--- src/rtl/stcd_pkg.sv ---
`timescale 1ns / 1ps
// ----------------------------------------------------------------------------
// Seconds to calendar date: shared definitions
// Widths, calendar constants, state types, inter-module structs and the
// month-length table used by the date conversion unit.
// ----------------------------------------------------------------------------
package stcd_pkg;

    // Field widths.
    localparam int unsigned EPOCH_W = 32;
    localparam int unsigned YEAR_W  = 12;
    localparam int unsigned MONTH_W = 4;
    localparam int unsigned DAY_W   = 5;
    localparam int unsigned HOUR_W  = 5;
    localparam int unsigned MIN_W   = 6;
    localparam int unsigned SEC_W   = 6;
    localparam int unsigned WDAY_W  = 3;

    // Serial divider sizing: dividend shifts out MSB first, one bit per cycle.
    localparam int unsigned DIV_W = EPOCH_W;
    localparam int unsigned DVS_W = 17;
    localparam int unsigned CNT_W = 6;

    // Intermediate widths.
    localparam int unsigned DAYS_W = 16;
    localparam int unsigned SOD_W  = 17;
    localparam int unsigned MOD_W  = 11;
    localparam int unsigned BLK_W  = 6;
    localparam int unsigned DOY_W  = 11;

    // Calendar constants.
    localparam logic [EPOCH_W-1:0] MAX_EPOCH          = 32'd4102444799;
    localparam logic [DVS_W-1:0]   SEC_PER_DAY        = 17'd86400;
    localparam logic [DVS_W-1:0]   SIXTY              = 17'd60;
    localparam logic [DVS_W-1:0]   DAYS_PER_BLOCK     = 17'd1461;
    localparam logic [DAYS_W-1:0]  DAYS_BASE_TO_EPOCH = 16'd731;
    localparam logic [YEAR_W-1:0]  BASE_YEAR          = 12'd1968;
    localparam logic [DOY_W-1:0]   DAYS_LEAP_YEAR     = 11'd366;
    localparam logic [DOY_W-1:0]   DAYS_COMMON_YEAR   = 11'd365;
    localparam logic [2:0]         WEEK_LEN           = 3'd7;
    localparam logic [1:0]         LAST_YEAR_IN_BLOCK = 2'd3;
    localparam logic [MONTH_W-1:0] LAST_MONTH         = 4'd11;

    // Divider step counts for each phase.
    localparam logic [CNT_W-1:0] NBITS_DAY  = 6'd32;
    localparam logic [CNT_W-1:0] NBITS_YEAR = 6'd16;
    localparam logic [CNT_W-1:0] NBITS_MIN  = 6'd17;
    localparam logic [CNT_W-1:0] NBITS_HOUR = 6'd11;

    // Top-level sequencer states.
    typedef enum logic [2:0] {
        S_IDLE,
        S_DIV_DAY,
        S_DIV_YEAR,
        S_DIV_MIN,
        S_DIV_HOUR,
        S_EMIT
    } t_seq_state;

    // Year and month walker states.
    typedef enum logic [1:0] {
        W_IDLE,
        W_YEAR,
        W_MONTH,
        W_DONE
    } t_walk_state;

    // Command to the serial divider.
    typedef struct packed {
        logic             start;
        logic [DIV_W-1:0] dividend;
        logic [DVS_W-1:0] divisor;
        logic [CNT_W-1:0] nbits;
    } t_div_cmd;

    // Status from the serial divider.
    typedef struct packed {
        logic busy;
        logic done;
        logic bit_in;
    } t_div_stat;

    // Result of the year and month walker.
    typedef struct packed {
        logic               done;
        logic [YEAR_W-1:0]  year;
        logic [MONTH_W-1:0] month;
        logic [DAY_W-1:0]   day;
    } t_walk_res;

    // Length of a zero-based month; February depends on the leap flag.
    function automatic logic [DAY_W-1:0] month_len(input logic [MONTH_W-1:0] m,
                                                   input logic leap);
        logic [DAY_W-1:0] len;
        unique case (m)
            4'd1:                       len = leap ? 5'd29 : 5'd28;
            4'd3, 4'd5, 4'd8, 4'd10:    len = 5'd30;
            default:                    len = 5'd31;
        endcase
        return len;
    endfunction

endpackage

--- src/rtl/stcd_if.sv ---
`timescale 1ns / 1ps
// ----------------------------------------------------------------------------
// Seconds to calendar date: channel interfaces
// Valid/ready channels for the input word (epoch seconds) and the output
// word (calendar date and time of day).
// ----------------------------------------------------------------------------
interface stcd_in_if;
    logic                            valid;
    logic                            ready;
    logic [stcd_pkg::EPOCH_W-1:0]    epoch_seconds;

    modport source (output valid, output epoch_seconds, input ready);
    modport sink   (input valid, input epoch_seconds, output ready);
endinterface

interface stcd_out_if;
    logic                            valid;
    logic                            ready;
    logic [stcd_pkg::YEAR_W-1:0]     year;
    logic [stcd_pkg::MONTH_W-1:0]    month;
    logic [stcd_pkg::DAY_W-1:0]      day_of_month;
    logic [stcd_pkg::HOUR_W-1:0]     hour;
    logic [stcd_pkg::MIN_W-1:0]      minute;
    logic [stcd_pkg::SEC_W-1:0]      second;
    logic [stcd_pkg::WDAY_W-1:0]     weekday;

    modport source (output valid, output year, output month, output day_of_month,
                    output hour, output minute, output second, output weekday,
                    input ready);
    modport sink   (input valid, input year, input month, input day_of_month,
                    input hour, input minute, input second, input weekday,
                    output ready);
endinterface

--- src/rtl/seconds_to_calendar_date_unit.sv ---
`timescale 1ns / 1ps
// ----------------------------------------------------------------------------
// Seconds to calendar date conversion unit
// The shared bit-serial divider runs 32 + 16 + 17 + 11 steps (day, four-year
// block, minute, hour), each phase closing with its completion flag, and the
// emit state then registers the output word. A new word is accepted only
// while the unit is idle; a stalled output word holds the unit in its emit
// state. Reset is synchronous and active low; it idles the sequencer and
// drops the output valid flag.
// ----------------------------------------------------------------------------
module seconds_to_calendar_date_unit (
    input  logic        i_clk,
    input  logic        i_rst_n,
    stcd_in_if.sink     i_in,
    stcd_out_if.source  o_out
);

    stcd_pkg::t_seq_state r_state, n_state;

    stcd_pkg::t_div_cmd  w_cmd;
    stcd_pkg::t_div_stat w_stat;
    logic [stcd_pkg::DIV_W-1:0] w_quo;
    logic [stcd_pkg::DVS_W-1:0] w_rem;
    stcd_pkg::t_walk_res w_walk;
    logic                w_walk_start;

    logic                           w_accept;
    logic                           w_emit;
    logic [stcd_pkg::EPOCH_W-1:0]   w_sat;
    logic [stcd_pkg::DAYS_W-1:0]    w_rdays;
    logic [3:0]                     w_wk_x;
    logic [2:0]                     n_wk;

    logic [stcd_pkg::SOD_W-1:0]     r_sod;
    logic [stcd_pkg::SEC_W-1:0]     r_sec;
    logic [stcd_pkg::MIN_W-1:0]     r_min;
    logic [stcd_pkg::HOUR_W-1:0]    r_hour;
    logic [2:0]                     r_wk;

    logic                           r_out_valid;
    logic [stcd_pkg::YEAR_W-1:0]    r_out_year;
    logic [stcd_pkg::MONTH_W-1:0]   r_out_month;
    logic [stcd_pkg::DAY_W-1:0]     r_out_day;
    logic [stcd_pkg::HOUR_W-1:0]    r_out_hour;
    logic [stcd_pkg::MIN_W-1:0]     r_out_min;
    logic [stcd_pkg::SEC_W-1:0]     r_out_sec;
    logic [stcd_pkg::WDAY_W-1:0]    r_out_wday;

    // Shared bit-serial divider.
    stcd_serdiv u_div (
        .i_clk   (i_clk),
        .i_rst_n (i_rst_n),
        .i_cmd   (w_cmd),
        .o_stat  (w_stat),
        .o_quo   (w_quo),
        .o_rem   (w_rem)
    );

    // Year and month walker; runs alongside the minute and hour divisions.
    stcd_datewalk u_walk (
        .i_clk          (i_clk),
        .i_rst_n        (i_rst_n),
        .i_start        (w_walk_start),
        .i_blocks       (w_quo[stcd_pkg::BLK_W-1:0]),
        .i_day_in_block (w_rem[stcd_pkg::DOY_W-1:0]),
        .o_res          (w_walk)
    );

    // Handshake terms, input saturation and the day count rebased to 1968.
    always_comb begin
        w_accept = i_in.valid && (r_state == stcd_pkg::S_IDLE);
        w_emit   = (r_state == stcd_pkg::S_EMIT) && w_walk.done
                   && (!r_out_valid || o_out.ready);
        w_sat    = (i_in.epoch_seconds > stcd_pkg::MAX_EPOCH) ? stcd_pkg::MAX_EPOCH
                                                               : i_in.epoch_seconds;
        w_rdays  = w_quo[stcd_pkg::DAYS_W-1:0] + stcd_pkg::DAYS_BASE_TO_EPOCH;
    end

    // Weekday: the rebased day count is congruent to days + 3 modulo 7, so its
    // residue is folded in MSB first as the bits leave the divider.
    always_comb begin
        w_wk_x = {r_wk, w_stat.bit_in};
        n_wk   = (w_wk_x >= {1'b0, stcd_pkg::WEEK_LEN})
                 ? 3'(w_wk_x - {1'b0, stcd_pkg::WEEK_LEN}) : w_wk_x[2:0];
    end

    // Next state.
    always_comb begin
        n_state = r_state;
        unique case (r_state)
            stcd_pkg::S_IDLE:     if (w_accept) n_state = stcd_pkg::S_DIV_DAY;
            stcd_pkg::S_DIV_DAY:  if (w_stat.done) n_state = stcd_pkg::S_DIV_YEAR;
            stcd_pkg::S_DIV_YEAR: if (w_stat.done) n_state = stcd_pkg::S_DIV_MIN;
            stcd_pkg::S_DIV_MIN:  if (w_stat.done) n_state = stcd_pkg::S_DIV_HOUR;
            stcd_pkg::S_DIV_HOUR: if (w_stat.done) n_state = stcd_pkg::S_EMIT;
            stcd_pkg::S_EMIT:     if (w_emit) n_state = stcd_pkg::S_IDLE;
            default:              n_state = stcd_pkg::S_IDLE;
        endcase
    end

    // Divider commands and walker start for each phase.
    always_comb begin
        w_cmd        = '0;
        w_walk_start = 1'b0;
        unique case (r_state)
            stcd_pkg::S_IDLE: begin
                w_cmd.start    = w_accept;
                w_cmd.dividend = w_sat;
                w_cmd.divisor  = stcd_pkg::SEC_PER_DAY;
                w_cmd.nbits    = stcd_pkg::NBITS_DAY;
            end
            stcd_pkg::S_DIV_DAY: begin
                w_cmd.start    = w_stat.done;
                w_cmd.dividend = {w_rdays, {(stcd_pkg::DIV_W-stcd_pkg::DAYS_W){1'b0}}};
                w_cmd.divisor  = stcd_pkg::DAYS_PER_BLOCK;
                w_cmd.nbits    = stcd_pkg::NBITS_YEAR;
            end
            stcd_pkg::S_DIV_YEAR: begin
                w_cmd.start    = w_stat.done;
                w_cmd.dividend = {r_sod, {(stcd_pkg::DIV_W-stcd_pkg::SOD_W){1'b0}}};
                w_cmd.divisor  = stcd_pkg::SIXTY;
                w_cmd.nbits    = stcd_pkg::NBITS_MIN;
                w_walk_start   = w_stat.done;
            end
            stcd_pkg::S_DIV_MIN: begin
                w_cmd.start    = w_stat.done;
                w_cmd.dividend = {w_quo[stcd_pkg::MOD_W-1:0],
                                  {(stcd_pkg::DIV_W-stcd_pkg::MOD_W){1'b0}}};
                w_cmd.divisor  = stcd_pkg::SIXTY;
                w_cmd.nbits    = stcd_pkg::NBITS_HOUR;
            end
            stcd_pkg::S_DIV_HOUR, stcd_pkg::S_EMIT: begin
                w_cmd = '0;
            end
            default: begin
                w_cmd = '0;
            end
        endcase
    end

    always_ff @(posedge i_clk) begin
        if (!i_rst_n) begin
            r_state <= stcd_pkg::S_IDLE;
        end else begin
            r_state <= n_state;
        end
    end

    // Capture results as divisions end; weekday folds during year division.
    always_ff @(posedge i_clk) begin
        if (r_state == stcd_pkg::S_DIV_DAY && w_stat.done) begin
            r_sod <= w_rem[stcd_pkg::SOD_W-1:0];
            r_wk  <= '0;
        end
        if (r_state == stcd_pkg::S_DIV_YEAR && w_stat.busy) begin
            r_wk <= n_wk;
        end
        if (r_state == stcd_pkg::S_DIV_MIN && w_stat.done) begin
            r_sec <= w_rem[stcd_pkg::SEC_W-1:0];
        end
        if (r_state == stcd_pkg::S_DIV_HOUR && w_stat.done) begin
            r_min  <= w_rem[stcd_pkg::MIN_W-1:0];
            r_hour <= w_quo[stcd_pkg::HOUR_W-1:0];
        end
    end

    // Output word register; the valid flag is the only control bit.
    always_ff @(posedge i_clk) begin
        if (!i_rst_n) begin
            r_out_valid <= 1'b0;
        end else if (w_emit) begin
            r_out_valid <= 1'b1;
        end else if (o_out.ready) begin
            r_out_valid <= 1'b0;
        end
    end

    always_ff @(posedge i_clk) begin
        if (w_emit) begin
            r_out_year  <= w_walk.year;
            r_out_month <= w_walk.month;
            r_out_day   <= w_walk.day;
            r_out_hour  <= r_hour;
            r_out_min   <= r_min;
            r_out_sec   <= r_sec;
            r_out_wday  <= r_wk + 3'd1;
        end
    end

    assign i_in.ready         = (r_state == stcd_pkg::S_IDLE);
    assign o_out.valid        = r_out_valid;
    assign o_out.year         = r_out_year;
    assign o_out.month        = r_out_month;
    assign o_out.day_of_month = r_out_day;
    assign o_out.hour         = r_out_hour;
    assign o_out.minute       = r_out_min;
    assign o_out.second       = r_out_sec;
    assign o_out.weekday      = r_out_wday;

endmodule

--- src/rtl/stcd_serdiv.sv ---
`timescale 1ns / 1ps
// ----------------------------------------------------------------------------
// Seconds to calendar date: bit-serial divider
// Restoring division, one quotient bit per cycle. The dividend is loaded
// left aligned and shifts out MSB first while quotient bits shift in.
// ----------------------------------------------------------------------------
module stcd_serdiv (
    input  logic                           i_clk,
    input  logic                           i_rst_n,
    input  stcd_pkg::t_div_cmd             i_cmd,
    output stcd_pkg::t_div_stat            o_stat,
    output logic [stcd_pkg::DIV_W-1:0]     o_quo,
    output logic [stcd_pkg::DVS_W-1:0]     o_rem
);

    logic [stcd_pkg::DIV_W-1:0] r_quo, n_quo;
    logic [stcd_pkg::DVS_W-1:0] r_rem, n_rem;
    logic [stcd_pkg::DVS_W-1:0] r_dvs;
    logic [stcd_pkg::CNT_W-1:0] r_cnt;
    logic                       r_done;

    logic                       w_bit;
    logic [stcd_pkg::DVS_W:0]   w_part;
    logic [stcd_pkg::DVS_W+1:0] w_diff;
    logic                       w_qbit;

    // One trial subtraction of the divisor from the shifted partial remainder.
    always_comb begin
        w_bit  = r_quo[stcd_pkg::DIV_W-1];
        w_part = {r_rem, w_bit};
        w_diff = {1'b0, w_part} - {2'b00, r_dvs};
        w_qbit = ~w_diff[stcd_pkg::DVS_W+1];
        n_rem  = w_qbit ? w_diff[stcd_pkg::DVS_W-1:0] : w_part[stcd_pkg::DVS_W-1:0];
        n_quo  = {r_quo[stcd_pkg::DIV_W-2:0], w_qbit};
    end

    // Step counter and completion flag.
    always_ff @(posedge i_clk) begin
        if (!i_rst_n) begin
            r_cnt  <= '0;
            r_done <= 1'b0;
        end else if (i_cmd.start) begin
            r_cnt  <= i_cmd.nbits;
            r_done <= 1'b0;
        end else if (r_cnt != '0) begin
            r_cnt  <= r_cnt - {{(stcd_pkg::CNT_W-1){1'b0}}, 1'b1};
            r_done <= (r_cnt == {{(stcd_pkg::CNT_W-1){1'b0}}, 1'b1});
        end
    end

    // Datapath shift registers.
    always_ff @(posedge i_clk) begin
        if (i_cmd.start) begin
            r_quo <= i_cmd.dividend;
            r_rem <= '0;
            r_dvs <= i_cmd.divisor;
        end else if (r_cnt != '0) begin
            r_quo <= n_quo;
            r_rem <= n_rem;
        end
    end

    assign o_stat.busy   = (r_cnt != '0);
    assign o_stat.done   = r_done;
    assign o_stat.bit_in = w_bit;
    assign o_quo         = r_quo;
    assign o_rem         = r_rem;

endmodule

--- src/rtl/stcd_datewalk.sv ---
`timescale 1ns / 1ps
// ----------------------------------------------------------------------------
// Seconds to calendar date: year and month walker
// From the four-year block count and the day within the block, steps through
// the years of the block and then through the months, one step per cycle.
// ----------------------------------------------------------------------------
module stcd_datewalk (
    input  logic                            i_clk,
    input  logic                            i_rst_n,
    input  logic                            i_start,
    input  logic [stcd_pkg::BLK_W-1:0]      i_blocks,
    input  logic [stcd_pkg::DOY_W-1:0]      i_day_in_block,
    output stcd_pkg::t_walk_res             o_res
);

    stcd_pkg::t_walk_state r_state, n_state;

    logic [stcd_pkg::YEAR_W-1:0]  r_base;
    logic [stcd_pkg::DOY_W-1:0]   r_rest;
    logic [1:0]                   r_yidx;
    logic [stcd_pkg::MONTH_W-1:0] r_month;

    logic                         w_leap;
    logic [stcd_pkg::DOY_W-1:0]   w_ylen;
    logic                         w_year_step;
    logic [stcd_pkg::DOY_W-1:0]   w_mlen;
    logic                         w_month_step;

    // Year and month step decisions. The first year of each block is a leap year.
    always_comb begin
        w_leap       = (r_yidx == 2'd0);
        w_ylen       = w_leap ? stcd_pkg::DAYS_LEAP_YEAR : stcd_pkg::DAYS_COMMON_YEAR;
        w_year_step  = (r_rest >= w_ylen) && (r_yidx != stcd_pkg::LAST_YEAR_IN_BLOCK);
        w_mlen       = {{(stcd_pkg::DOY_W-stcd_pkg::DAY_W){1'b0}},
                        stcd_pkg::month_len(r_month, w_leap)};
        w_month_step = (r_rest >= w_mlen) && (r_month != stcd_pkg::LAST_MONTH);
    end

    // Next state.
    always_comb begin
        n_state = r_state;
        if (i_start) begin
            n_state = stcd_pkg::W_YEAR;
        end else begin
            unique case (r_state)
                stcd_pkg::W_IDLE:  n_state = stcd_pkg::W_IDLE;
                stcd_pkg::W_YEAR:  if (!w_year_step) n_state = stcd_pkg::W_MONTH;
                stcd_pkg::W_MONTH: if (!w_month_step) n_state = stcd_pkg::W_DONE;
                stcd_pkg::W_DONE:  n_state = stcd_pkg::W_DONE;
                default:           n_state = stcd_pkg::W_IDLE;
            endcase
        end
    end

    always_ff @(posedge i_clk) begin
        if (!i_rst_n) begin
            r_state <= stcd_pkg::W_IDLE;
        end else begin
            r_state <= n_state;
        end
    end

    // Working registers: remaining days, year within block, month.
    always_ff @(posedge i_clk) begin
        if (i_start) begin
            r_base  <= stcd_pkg::BASE_YEAR
                       + {{(stcd_pkg::YEAR_W-stcd_pkg::BLK_W-2){1'b0}}, i_blocks, 2'b00};
            r_rest  <= i_day_in_block;
            r_yidx  <= 2'd0;
            r_month <= '0;
        end else if (r_state == stcd_pkg::W_YEAR && w_year_step) begin
            r_rest <= r_rest - w_ylen;
            r_yidx <= r_yidx + 2'd1;
        end else if (r_state == stcd_pkg::W_MONTH && w_month_step) begin
            r_rest  <= r_rest - w_mlen;
            r_month <= r_month + {{(stcd_pkg::MONTH_W-1){1'b0}}, 1'b1};
        end
    end

    // Result outputs.
    always_comb begin
        o_res.done  = (r_state == stcd_pkg::W_DONE);
        o_res.year  = r_base + {{(stcd_pkg::YEAR_W-2){1'b0}}, r_yidx};
        o_res.month = r_month + {{(stcd_pkg::MONTH_W-1){1'b0}}, 1'b1};
        o_res.day   = r_rest[stcd_pkg::DAY_W-1:0] + {{(stcd_pkg::DAY_W-1){1'b0}}, 1'b1};
    end

endmodule

--- src/flat_wrapper.sv ---
// flat-port wrapper written by rule: the top's interface ports become plain ports
module seconds_to_calendar_date_unit_flat 
  (i_clk, i_rst_n, i_in_valid, i_in_epoch_seconds, i_in_ready, o_out_valid, o_out_year, o_out_month, o_out_day_of_month, o_out_hour, o_out_minute, o_out_second, o_out_weekday, o_out_ready);
  stcd_in_if i_in_i ();
  stcd_out_if o_out_i ();
  input  logic i_clk;
  input  logic i_rst_n;
  input wire logic [$bits(i_in_i.valid)-1:0] i_in_valid;
  input wire logic [$bits(i_in_i.epoch_seconds)-1:0] i_in_epoch_seconds;
  output wire logic [$bits(i_in_i.ready)-1:0] i_in_ready;
  output wire logic [$bits(o_out_i.valid)-1:0] o_out_valid;
  output wire logic [$bits(o_out_i.year)-1:0] o_out_year;
  output wire logic [$bits(o_out_i.month)-1:0] o_out_month;
  output wire logic [$bits(o_out_i.day_of_month)-1:0] o_out_day_of_month;
  output wire logic [$bits(o_out_i.hour)-1:0] o_out_hour;
  output wire logic [$bits(o_out_i.minute)-1:0] o_out_minute;
  output wire logic [$bits(o_out_i.second)-1:0] o_out_second;
  output wire logic [$bits(o_out_i.weekday)-1:0] o_out_weekday;
  input wire logic [$bits(o_out_i.ready)-1:0] o_out_ready;
  assign i_in_i.valid = i_in_valid;
  assign i_in_i.epoch_seconds = i_in_epoch_seconds;
  assign i_in_ready = i_in_i.ready;
  assign o_out_valid = o_out_i.valid;
  assign o_out_year = o_out_i.year;
  assign o_out_month = o_out_i.month;
  assign o_out_day_of_month = o_out_i.day_of_month;
  assign o_out_hour = o_out_i.hour;
  assign o_out_minute = o_out_i.minute;
  assign o_out_second = o_out_i.second;
  assign o_out_weekday = o_out_i.weekday;
  assign o_out_i.ready = o_out_ready;
  seconds_to_calendar_date_unit u_core (.i_clk(i_clk), .i_rst_n(i_rst_n), .i_in(i_in_i), .o_out(o_out_i));
endmodule
--- config.mk ---
export PLATFORM = sky130hd
export DESIGN_NAME = seconds_to_calendar_date_unit_flat
export DESIGN_NICKNAME = d
export VERILOG_FILES = /design/src/rtl/stcd_pkg.sv /design/src/rtl/stcd_if.sv /design/src/rtl/seconds_to_calendar_date_unit.sv /design/src/rtl/stcd_serdiv.sv /design/src/rtl/stcd_datewalk.sv /design/src/flat_wrapper.sv
export SDC_FILE = /design/constraint.sdc
export NUM_CORES = 1
export LEC_CHECK = 0
export BUFFER_PORTS_ARGS = -buffer_cell sky130_fd_sc_hd__buf_2
export CORE_MARGIN = 5
export CORE_UTILIZATION = 60
export CTS_CLUSTER_SIZE = 20
export DETAILED_ROUTE_END_ITERATION = 12
export GPL_TIMING_DRIVEN = 0
export PLACE_DENSITY_LB_ADDON = 0.2
export SLEW_MARGIN = 20
export SYNTH_ARGS = -nofsm -noshare
export SYNTH_HDL_FRONTEND = slang
export SYNTH_SLANG_ARGS = --single-unit
--- constraint.sdc ---
create_clock -name i_clk -period 5 [get_ports i_clk]
set_input_delay 1 -clock i_clk [delete_from_list [all_inputs] [get_ports i_clk]]
set_output_delay 1 -clock i_clk [all_outputs]
set_load 0.005 [all_outputs]
==> results.ini, run 1 <==
[power_and_ir_drop]
p_per_area_mw_per_mm2 = 537
ir_worst_vdd_mv = 0.484
p_leak_nw = 3.87
totalPowerFinal_mw = 5.35

[sta]
fin_ws_ps = 1550
finClkSkew_ps = 10.2
worst_slew_pin_slew_ps = 1140
final-hold-violation-count = 0
drv_slew = 0
fin_crit_ps = 3450
fmax_ghz = 0.290
slew_headroom = 0.229
finalSetupViolCount = 0
period_share = 0.689
hold_slack_ps = 418
rsz0062_at_grt = false
tns_ps = 0

[worst_hold_path]
holdCritPathClass = flip-flop to flip-flop

[grt]
grt_max_degree = 36
globalRouteOverflowTotal = 0
antenna_found_initial = 0
grt_pass1_wl_mm = 34.5
track_usage = 0.264
grt_pass1_vias = 6709

[yosys]
yosys-mux-area-fraction = 0.0329
async_flop_share = 0
synth_edf_count = 134
yosys.area_share.adder = 0.0494
synthFlopType = edfxtp_1
syn_nets = 878
ys_seq_elements = 170
synthesis.instances = 809
synth_simple_gate_area_share = 0.135
yosysWarnings = 0
synth_top_family_by_area = compound AO/OA/AOI/OAI gates
synth-seq-area-share = 0.547
synth_xor_xnor_area_share = 0.0475
netlist_area_sq_mm = 0.00867
synth_cell_type_count = 74
syn_avg_cell_area_sq_um = 10.7
synth_compound_area_frac = 0.149

[layout]
diodes = 0
area_delta_synth_final_pct = 15.0
seqCellArea_sq_mm = 0.00474
nNetsFinal = 976
multi_input_area_sq_mm = 0.00359
n_fill_cell = 1054
drive_gt1_frac = 0.163
design_area_sq_mm = 0.00997

[clock_tree]
path_clk_slew_ps = 80
cts_sinks = 170
cts_hold_repair.buffers = 0
htreeDepth = 4
insertion_delay_ps = 430
cts_buffers = 17
ctsResizeCount = 0
clockRootBuffer = clkbuf_16
cts_tree = yes
clock_path_buffers = 2
postCtsSetupBuffers = 0

[placement]
gp_congestion = 0.927
post-place-ws_ps = 1630
place_hpwl_mm = 16.2
dpl-instance-area_sq_mm = 0.00933
port_buffers = 78

[routing]
routedWlPerCell_um = 20.1
ant_nets = 0
drt-total-wl_mm = 22.2
first_pass_iters = 6
drc = 0
num_vias = 6875
avgViaCountPerCell = 6.23
dr.first_iter.drc_count = 702

[flow_run]
cap_viol_max_count = 0

[setup_path]
critical_path_required_ps = 5060
crit_type = flip-flop to flip-flop
worst_ep_arrival_time_ps = 3510
worst_setup_path_start_kind = flip-flop
cp-end-kind = flip-flop
cp_max_fo = 11

[die]
core_sq_mm = 0.0144
rows = 44
fp.dieH_um = 130
ios = 79
initial_utilization = 0.603
die-width_um = 130
dieArea_sq_mm = 0.0170

[outcome]
status = finished, final reports clean

cells in the final DEF (no fill, tap or decap), types with 6 or more instances in the layout:
cell,instances
edfxtp_1,134
or2_2,8
xnor2_1,30
clkbuf_1,23
mux2i_1,24
nor2b_1,10
buf_2,84
and3_1,6
o21ai_1,7
clkbuf_16,17
nand3_1,14
xor2_1,17
ha_1,31
inv_1,40
nand2b_1,13
o211ai_1,8
nor4_1,6
a21oi_1,47
a221oi_1,7
a31oi_1,13
nor2_1,69
nand2_1,81
dfxtp_1,36
o21ai_0,71
nor3_1,10
final timing paths:
kind | from | endpoint | slack [ps] | depth (start not counted)
worst max-delay path | u_core.u_walk.r_month[1] | u_core.u_walk.r_rest[6] | 1550 | 9
worst min-delay path | u_core.r_hour[2] | u_core.o_out.hour[2] | 420 | 0
worst min register to register | u_core.r_hour[2] | u_core.o_out.hour[2] | 420 | 0
worst max register to register | u_core.u_walk.r_month[1] | u_core.u_walk.r_rest[6] | 1550 | 9
routing by layer:
metal	part of all wire	wire length, um	global-route usage	vias to the layer above
li1	-	-	-	3160
met1	0.41	9060	0.345	3296
met2	0.48	10700	0.435	359
met3	0.081	1810	0.0540	60
met4	0.030	657	0.102	0
met5	0	0	0	-
Yosys cell counts, types with 3 or more instances:
library cell,n,share of area
nor2b_1,11,0.0079
o21a_1,3,0.0026
a221oi_1,7,0.0071
a31oi_1,13,0.0094
and3_1,6,0.0043
o21ai_1,7,0.0040
o211ai_1,8,0.0069
or3_1,3,0.0022
clkbuf_1,23,0.010
and2_1,3,0.0022
xnor2_1,30,0.030
mux2i_1,24,0.028
buf_1,5,0.0022
a22oi_1,4,0.0035
nand4_1,5,0.0036
inv_1,41,0.018
nor3_1,10,0.0058
or2_2,8,0.0058
a2111oi_0,3,0.0030
a211oi_1,3,0.0026
nor2_1,69,0.030
nor4_1,6,0.0043
nand2_1,81,0.035
nand2b_1,13,0.0094
xor2_1,17,0.017
ha_1,31,0.045
o21ai_0,71,0.041
a22o_1,3,0.0030
edfxtp_1,134,0.46
a2bb2oi_1,3,0.0030
nand3_1,14,0.0081
buf_2,6,0.0035
or4_1,3,0.0026
dfxtp_1,36,0.083
mux2_2,4,0.0052
a21oi_1,47,0.027
a211o_1,3,0.0030
through the flow:
stage | utilization | instances
after floorplan | - | 809
final | 0.694 | 1104
after CTS | 0.694 | 1104
after global routing | 0.694 | 1104
after global placement | 0.647 | 1071
after detailed placement | 0.649 | 1072
where the power goes:
| part | switching [mW] | internal [mW] | leakage [nW] |
|---|---|---|---|
| combinational | 1.07 | 0.719 | 2.00 |
| sequential | 0.278 | 1.88 | 1.55 |
| clock | 0.628 | 0.776 | 0.314 |
cell families after synthesis:
logic type / after synthesis
AO/OA/AOI/OAI: 203
XOR/XNOR: 47
adder cells (fa/ha/maj): 33
buffers and inverters: 82
flip-flops: 170
multiplexers: 28
AND/OR/NAND/NOR: 246
sequential cells by signal, indices dropped and copies added (netlist names), 6 cells and up:
signal                cells
u_core.u_div.o_rem       17
u_core.u_walk.r_base      9
u_core.u_div.o_quo       32
u_core.u_walk.r_rest     11
u_core.o_out.year        11
u_core.r_min              6
u_core.o_out.second       6
u_core.u_div.r_cnt        6
u_core.r_sec              6
u_core.o_out.minute       6
u_core.r_sod             17
critical path, cell delays in order, from the launching register on:
cell	delay, ps
dfxtp_1	360
inv_1	120
ha_1	220
nor4b_1	630
ha_1	240
nor2b_1	140
o21ai_0	90
a211o_1	260
a2111o_1	510
nand3_1	500
cell type report:
class | instances | area share
Buffer | 39 | 0.0178
Sequential cell | 170 | 0.476
Clock inverter | 15 | 0.0222
Timing Repair Buffer | 79 | 0.0419
Tap cell | 184 | 0.0231
Multi-Input combinational cell | 557 | 0.360
Inverter | 43 | 0.0162
Clock buffer | 17 | 0.0427
Power figures use the tool's default switching activity.
==> run 2, diff against run 1 <==
--- a/config.mk
+++ b/config.mk
@@ -5,9 +5,10 @@
 export SDC_FILE = /design/constraint.sdc
 export NUM_CORES = 1
 export LEC_CHECK = 0
+export ABC_AREA = 1
 export BUFFER_PORTS_ARGS = -buffer_cell sky130_fd_sc_hd__buf_2
 export CORE_MARGIN = 5
-export CORE_UTILIZATION = 60
+export CORE_UTILIZATION = 55
 export CTS_CLUSTER_SIZE = 20
 export DETAILED_ROUTE_END_ITERATION = 12
 export GPL_TIMING_DRIVEN = 0
==> constraint.sdc (replaced) <==
create_clock -name i_clk -period 2.8 [get_ports i_clk]
set_input_delay 0.56 -clock i_clk [delete_from_list [all_inputs] [get_ports i_clk]]
set_output_delay 0.56 -clock i_clk [all_outputs]
set_load 0.005 [all_outputs]
==> results.ini, run 2 <==
[grt]
grt_pass1_wl_mm = 37.7  ; was 34.5 mm
grt_pass1_vias = 7374  ; was 6709
grt_max_degree = 42  ; was 36
track_usage = 0.239  ; was 0.264
antenna_found_initial = 0  ; unchanged
globalRouteOverflowTotal = 0  ; unchanged

[sta]
period_share = 0.921  ; was 0.689
tns_ps = 0  ; unchanged
slew_headroom = 0.295  ; was 0.229
fmax_ghz = 0.388  ; was 0.290 GHz
worst_slew_pin_slew_ps = 1060  ; was 1140 ps
finalSetupViolCount = 0  ; unchanged
hold_slack_ps = 406  ; was 418 ps
drv_slew = 0  ; unchanged
finClkSkew_ps = 10.9  ; was 10.2 ps
fin_ws_ps = 220  ; was 1550 ps
fin_crit_ps = 2580  ; was 3450 ps
final-hold-violation-count = 0  ; unchanged

[setup_path]
critical_path_required_ps = 2970  ; was 5060 ps
crit_family = simple AND/OR/NAND/NOR gates  ; unchanged
cp_num_buf_inv = 2  ; was 1
crit_type = flip-flop to flip-flop  ; unchanged
worst_ep_arrival_time_ps = 2750  ; was 3510 ps
slowest_delay_ps = 340  ; was 630 ps
cp_slowest_cell = dfxtp_1  ; was nor4b_1
worst_setup_path_start_kind = flip-flop  ; unchanged
cp_max_fo = 10  ; was 11
worstPathCellList = inv_1 > ha_1 > inv_1 > ha_1 > nand2_1 > o21ai_2 > nand3_1 > nand3_1 > nand2_1 > nor2_4 > nand2_1 > nand3_1 > o21ai_0  ; was inv_1 > ha_1 > nor4b_1 > ha_1 > nor2b_1 > o21ai_0 > a211o_1 > a2111o_1 > nand3_1
cp-end-kind = flip-flop  ; unchanged

[placement]
port_buffers = 78  ; unchanged
post-place-ws_ps = -232  ; was 1630 ps
dpl.cell_count = 1427  ; was 1072
dpl-instance-area_sq_mm = 0.0101  ; was 0.00933 sq mm
gp_congestion = 0.922  ; was 0.927
place_hpwl_mm = 17.3  ; was 16.2 mm

[yosys]
synth.most_common_cell = nand2_1  ; was edfxtp_1
yosys-mux-area-fraction = 0  ; was 0.0329
ys_seq_elements = 170  ; unchanged
synth_top_family_by_area = simple AND/OR/NAND/NOR gates  ; was compound AO/OA/AOI/OAI gates
netlist_area_sq_mm = 0.00938  ; was 0.00867 sq mm
yosys-top-cells-count = nand2_1 (311), edfxtp_1 (134), inv_1 (130)  ; was edfxtp_1 (134), nand2_1 (81), o21ai_0 (71)
synth_xor_xnor_area_share = 0.0280  ; was 0.0475
synth_edf_count = 134  ; unchanged
yosys.area_share.adder = 0.0456  ; was 0.0494
synth_compound_area_frac = 0.0764  ; was 0.149
synth_simple_gate_area_share = 0.268  ; was 0.135
synthFlopType = edfxtp_1  ; unchanged
synth-seq-area-share = 0.506  ; was 0.547
syn_nets = 1195  ; was 878
synth_top_cell_by_area = edfxtp_1  ; unchanged
yosysWarnings = 0  ; unchanged
synthesis.instances = 1126  ; was 809
syn_avg_cell_area_sq_um = 8.33  ; was 10.7 sq um
synth_area_leaders = edfxtp_1 (43%), nand2_1 (12%), dfxtp_1 (7.7%), nand3_1 (5.9%), inv_1 (5.2%)  ; was edfxtp_1 (46%), dfxtp_1 (8.3%), ha_1 (4.5%), o21ai_0 (4.1%), nand2_1 (3.5%)
async_flop_share = 0  ; unchanged
yosysTopAreaCellShare = 0.429  ; was 0.464
synth_cell_type_count = 47  ; was 74

[clock_tree]
clock_path_buffers = 2  ; unchanged
htreeDepth = 4  ; unchanged
insertion_delay_ps = 440  ; was 430 ps
cts_hold_repair.buffers = 0  ; unchanged
clockRootBuffer = clkbuf_16  ; unchanged
cts_buffers = 17  ; unchanged
cts_sinks = 170  ; unchanged
path_clk_slew_ps = 70  ; was 80 ps
postCtsSetupBuffers = 0  ; unchanged
cts_tree = yes  ; unchanged

[layout]
diodes = 0  ; unchanged
design_area_sq_mm = 0.0108  ; was 0.00997 sq mm
layout_commonest_cell = nand2_1  ; was edfxtp_1
area_delta_synth_final_pct = 14.6  ; was 15.0%
final_cell_mix = nand2_1 (311), edfxtp_1 (134), inv_1 (130), nor2_1 (117), nand3_1 (108)  ; was edfxtp_1 (134), buf_2 (84), nand2_1 (81), o21ai_0 (71), nor2_1 (69)
largest_reg_flops = 32  ; unchanged
drive_gt1_frac = 0.132  ; was 0.163
nNetsFinal = 1295  ; was 976
finish.utilization = 0.646  ; was 0.694
fin_cells = 1459  ; was 1104

[routing]
drc = 0  ; unchanged
ant_nets = 0  ; unchanged
routedWlPerCell_um = 16.0  ; was 20.1 um
avgViaCountPerCell = 5.42  ; was 6.23
dr.first_iter.drc_count = 669  ; was 702
first_pass_iters = 5  ; was 6
num_vias = 7915  ; was 6875
drt-total-wl_mm = 23.3  ; was 22.2 mm

[die]
rows = 47  ; was 44
initial_utilization = 0.564  ; was 0.603
ios = 79  ; unchanged
fp.dieH_um = 141  ; was 130 um
die-width_um = 141  ; was 130 um
dieArea_sq_mm = 0.0198  ; was 0.0170 sq mm
core_sq_mm = 0.0166  ; was 0.0144 sq mm

[flow_run]
cap_viol_max_count = 0  ; unchanged

[power_and_ir_drop]
p_leak_nw = 4.83  ; was 3.87 nW
ir_worst_vdd_mv = 0.724  ; was 0.484 mV
totalPowerFinal_mw = 11.9  ; was 5.35 mW
p_per_area_mw_per_mm2 = 1110  ; was 537 mW/mm^2

[outcome]
status = finished, final reports clean  ; unchanged

[worst_hold_path]
holdCritPathClass = input port to flip-flop  ; was flip-flop to flip-flop

run 2: metal layers:
layer,track usage,up-vias,part of all wire
met5,0,-,0
met4,0.0729,0,0.021
met3,0.0528,43,0.074
met2,0.369,291,0.46
met1,0.340,3649,0.45
li1,-,3932,-
run 2: report_power, final:
group / switching (mW) / total (mW) / internal, mW
Sequential: 0.529 / 4.12 / 3.59
Clock: 1.15 / 2.37 / 1.22
Combinational: 3.59 / 5.41 / 1.82
Total: 5.27 / 11.9 / 6.63
run 2: kinds of logic after synthesis:
| group | after synthesis |
|---|---|
| and+or+nand+nor | 590 |
| buffers and inverters | 170 |
| DFF | 170 |
| AOI/OAI and AO/OA | 133 |
| adders and majority gates | 33 |
| xor gates and xnor gates | 30 |
run 2: area by class of cell:
class                           count  area (sq um)
Fill cell                        1404          5890
Sequential cell                   170          4750
Multi-Input combinational cell    786          3990
Inverter                          138           520
Clock buffer                       17           425
Timing Repair Buffer               81           420
Tap cell                          220           275
Buffer                             32           194
Clock inverter                     15           186
run 2: worst reg2reg max path, stage by stage, from the launching register on:
cell,delay [ps]
dfxtp_1,340
inv_1,110
ha_1,230
inv_1,100
ha_1,320
nand2_1,70
o21ai_2,170
nand3_1,90
nand3_1,190
nand2_1,160
nor2_4,280
nand2_1,90
nand3_1,70
o21ai_0,90
run 2: worst paths after layout:
| check | start | to | slack [ps] | cells past startpoint |
|---|---|---|---|---|
| worst max-delay path | u_core.u_walk.r_yidx[1] | u_core.u_walk.r_rest[0] | 220 | 13 |
| worst min-delay path | i_rst_n | u_core.u_walk.r_state[0] | 410 | 3 |
| worst min register to register | u_core.r_min[5] | u_core.o_out.minute[5] | 420 | 0 |
| worst max register to register | u_core.u_walk.r_yidx[1] | u_core.u_walk.r_rest[0] | 220 | 13 |
run 2: repair_timing:
item                                    CTS  global route
pin swaps                                 0             0
endpoints found under the setup margin   11            26
gates resized for setup                   2            10
==> run 3, diff against run 2 <==
--- a/config.mk
+++ b/config.mk
@@ -7,8 +7,10 @@
 export LEC_CHECK = 0
 export ABC_AREA = 1
 export BUFFER_PORTS_ARGS = -buffer_cell sky130_fd_sc_hd__buf_2
+export CELL_PAD_IN_SITES_DETAIL_PLACEMENT = 1
+export CELL_PAD_IN_SITES_GLOBAL_PLACEMENT = 1
 export CORE_MARGIN = 5
-export CORE_UTILIZATION = 55
+export CORE_UTILIZATION = 41
 export CTS_CLUSTER_SIZE = 20
 export DETAILED_ROUTE_END_ITERATION = 12
 export GPL_TIMING_DRIVEN = 0
==> results.ini, run 3 (synthesis gave the netlist of run 2 again) <==
[outcome]
status = finished, final reports clean  ; unchanged

[worst_hold_path]
holdCritPathClass = input port to flip-flop  ; unchanged
min_path_cells = 3  ; unchanged

[setup_path]
worst_ep_arrival_time_ps = 2760  ; was 2750 ps
cp-end-kind = flip-flop  ; unchanged
cp_max_fo = 4  ; was 10
critical_path_required_ps = 3000  ; was 2970 ps
r2r_cells = 17  ; was 13
crit_type = flip-flop to flip-flop  ; unchanged
worst_setup_path_start_kind = flip-flop  ; unchanged

[layout]
area_delta_synth_final_pct = 16.3  ; was 14.6%
multi_input_area_sq_mm = 0.00401  ; was 0.00399 sq mm
final_cell_mix = nand2_1 (311), edfxtp_1 (134), inv_1 (130), nor2_1 (116), nand3_1 (108)  ; was nand2_1 (311), edfxtp_1 (134), inv_1 (130), nor2_1 (117), nand3_1 (108)
finish.utilization = 0.484  ; was 0.646
seqCellArea_sq_mm = 0.00475  ; unchanged
nNetsFinal = 1299  ; was 1295
fin_cells = 1528  ; was 1459
diodes = 0  ; unchanged
layout_commonest_cell = nand2_1  ; unchanged
drive_gt1_frac = 0.138  ; was 0.132
largest_reg_flops = 32  ; unchanged
n_fill_cell = 2718  ; was 1404

[flow_run]
cap_viol_max_count = 0  ; unchanged

[grt]
track_usage = 0.214  ; was 0.239
grt_util_met2 = 0.365  ; was 0.369
grt_pass1_wl_mm = 44.6  ; was 37.7 mm
grt_max_degree = 42  ; unchanged
gr-usage-met1 = 0.294  ; was 0.340
globalRouteOverflowTotal = 0  ; unchanged
busiest_layer = met2  ; unchanged
grt_pass1_vias = 8355  ; was 7374
globalRouteMet3Util = 0.0283  ; was 0.0528
antenna_found_initial = 0  ; unchanged

[routing]
first_pass_iters = 4  ; was 5
drc = 0  ; unchanged
routedWlPerCell_um = 18.2  ; was 16.0 um
drt-total-wl_mm = 27.8  ; was 23.3 mm
num_vias = 8048  ; was 7915
ant_nets = 0  ; unchanged
avgViaCountPerCell = 5.27  ; was 5.42
dr.first_iter.drc_count = 511  ; was 669

[sta]
worst_slew_pin_slew_ps = 700  ; was 1060 ps
finClkSkew_ps = 15.3  ; was 10.9 ps
finalSetupViolCount = 0  ; unchanged
fin_crit_ps = 2570  ; was 2580 ps
drv_slew = 0  ; unchanged
rsz0062_at_grt = false
final-hold-violation-count = 0  ; unchanged
fmax_ghz = 0.389  ; was 0.388 GHz
tns_ps = 0  ; unchanged
slew_headroom = 0.533  ; was 0.295
period_share = 0.917  ; was 0.921

[power_and_ir_drop]
p_per_area_mw_per_mm2 = 1120  ; was 1110 mW/mm^2
p_leak_nw = 4.89  ; was 4.83 nW
totalPowerFinal_mw = 12.3  ; was 11.9 mW
ir_worst_vdd_mv = 0.456  ; was 0.724 mV

[clock_tree]
cts_hold_repair.buffers = 0  ; unchanged
htreeDepth = 4  ; unchanged
clockRootBuffer = clkbuf_16  ; unchanged
cts_sinks = 170  ; unchanged
path_clk_slew_ps = 70  ; about the same
clock_path_buffers = 2  ; unchanged
insertion_delay_ps = 440  ; about the same
cts_tree = yes  ; unchanged
cts_buffers = 17  ; unchanged

[die]
dieArea_sq_mm = 0.0260  ; was 0.0198 sq mm
die-width_um = 161  ; was 141 um
initial_utilization = 0.416  ; was 0.564
ios = 79  ; unchanged
core_sq_mm = 0.0226  ; was 0.0166 sq mm
fp.dieH_um = 161  ; was 141 um
rows = 55  ; was 47

[placement]
port_buffers = 78  ; unchanged
place_hpwl_mm = 21.2  ; was 17.3 mm
dpl.cell_count = 1492  ; was 1427
gp_congestion = 0.916  ; was 0.922

run 3: cell types whose count changed in the layout (fill, tap and decap cells not counted), sizes merged:
| cell | previous run | this run |
|---|---|---|
| clkbuf | 26 | 27 |
| nand3 | 112 | 113 |
| inv | 142 | 141 |
| buf | 104 | 106 |
| clkinvlp | 2 | 0 |
| clkinv | 9 | 12 |
run 3: final cells by class:
type,count,share of cell area
clock inverters,15,0.0191
well taps,285,0.0327
multi-input cells,787,0.367
plain buffers,32,0.0181
flip-flops and latches,170,0.435
clock buffers,17,0.0390
inverters,138,0.0477
repair buffers,84,0.0414
run 3: timing repair:
item	in CTS	in global routing
setup buffers	0	3
cloned	0	1
pin swaps	0	3
setup endpoints to repair	11	26
gates resized for setup	3	12
run 3: metal layers:
metal | up-vias | wire length (um)
met5 | - | 0
met3 | 23 | 946
met1 | 3934 | 13000
met4 | 0 | 318
met2 | 154 | 13600
li1 | 3937 | -
run 3: critical path, cell delays in order (launching register included):
cell and delay (ps):
dfxtp_2 350, inv_1 80, ha_1 220, nand2_1 80, nand2_1 50, nand2_1 50, o311ai_1 100, o21ai_0 120
ha_2 220, inv_1 50, fa_2 370, nand3_1 150, o21ai_0 110, xor2_1 150, nand2_1 70, nand2_1 70
nand2_1 50, nand2_1 50
run 3: power breakdown:
group | internal [mW] | switching, mW | leakage [nW]
Combinational | 1.83 | 3.83 | 3.03
Clock | 1.24 | 1.21 | 0.305
Sequential | 3.59 | 0.569 | 1.55
run 3: worst paths after layout:
check	slack (ps)	end	from
setup reg to reg	230	u_core.u_walk.r_rest[10]	u_core.u_walk.r_month[1]
setup / recovery	230	u_core.u_walk.r_rest[10]	u_core.u_walk.r_month[1]
hold reg to reg	420	u_core.o_out.second[4]	u_core.r_sec[4]
hold / removal	420	u_core.u_walk.r_state[0]	i_rst_n
run 3: per-stage QoR:
step	area (sq um)	hold WS (ps)	setup slack, ps
3_3_place_gp	10100	402	-296
5_1_grt	10900	414	3.08
2_1_floorplan	9400	400	356
3_5_place_dp	10200	406	-415
6_report	10900	419	232
4_1_cts	10800	406	16.7
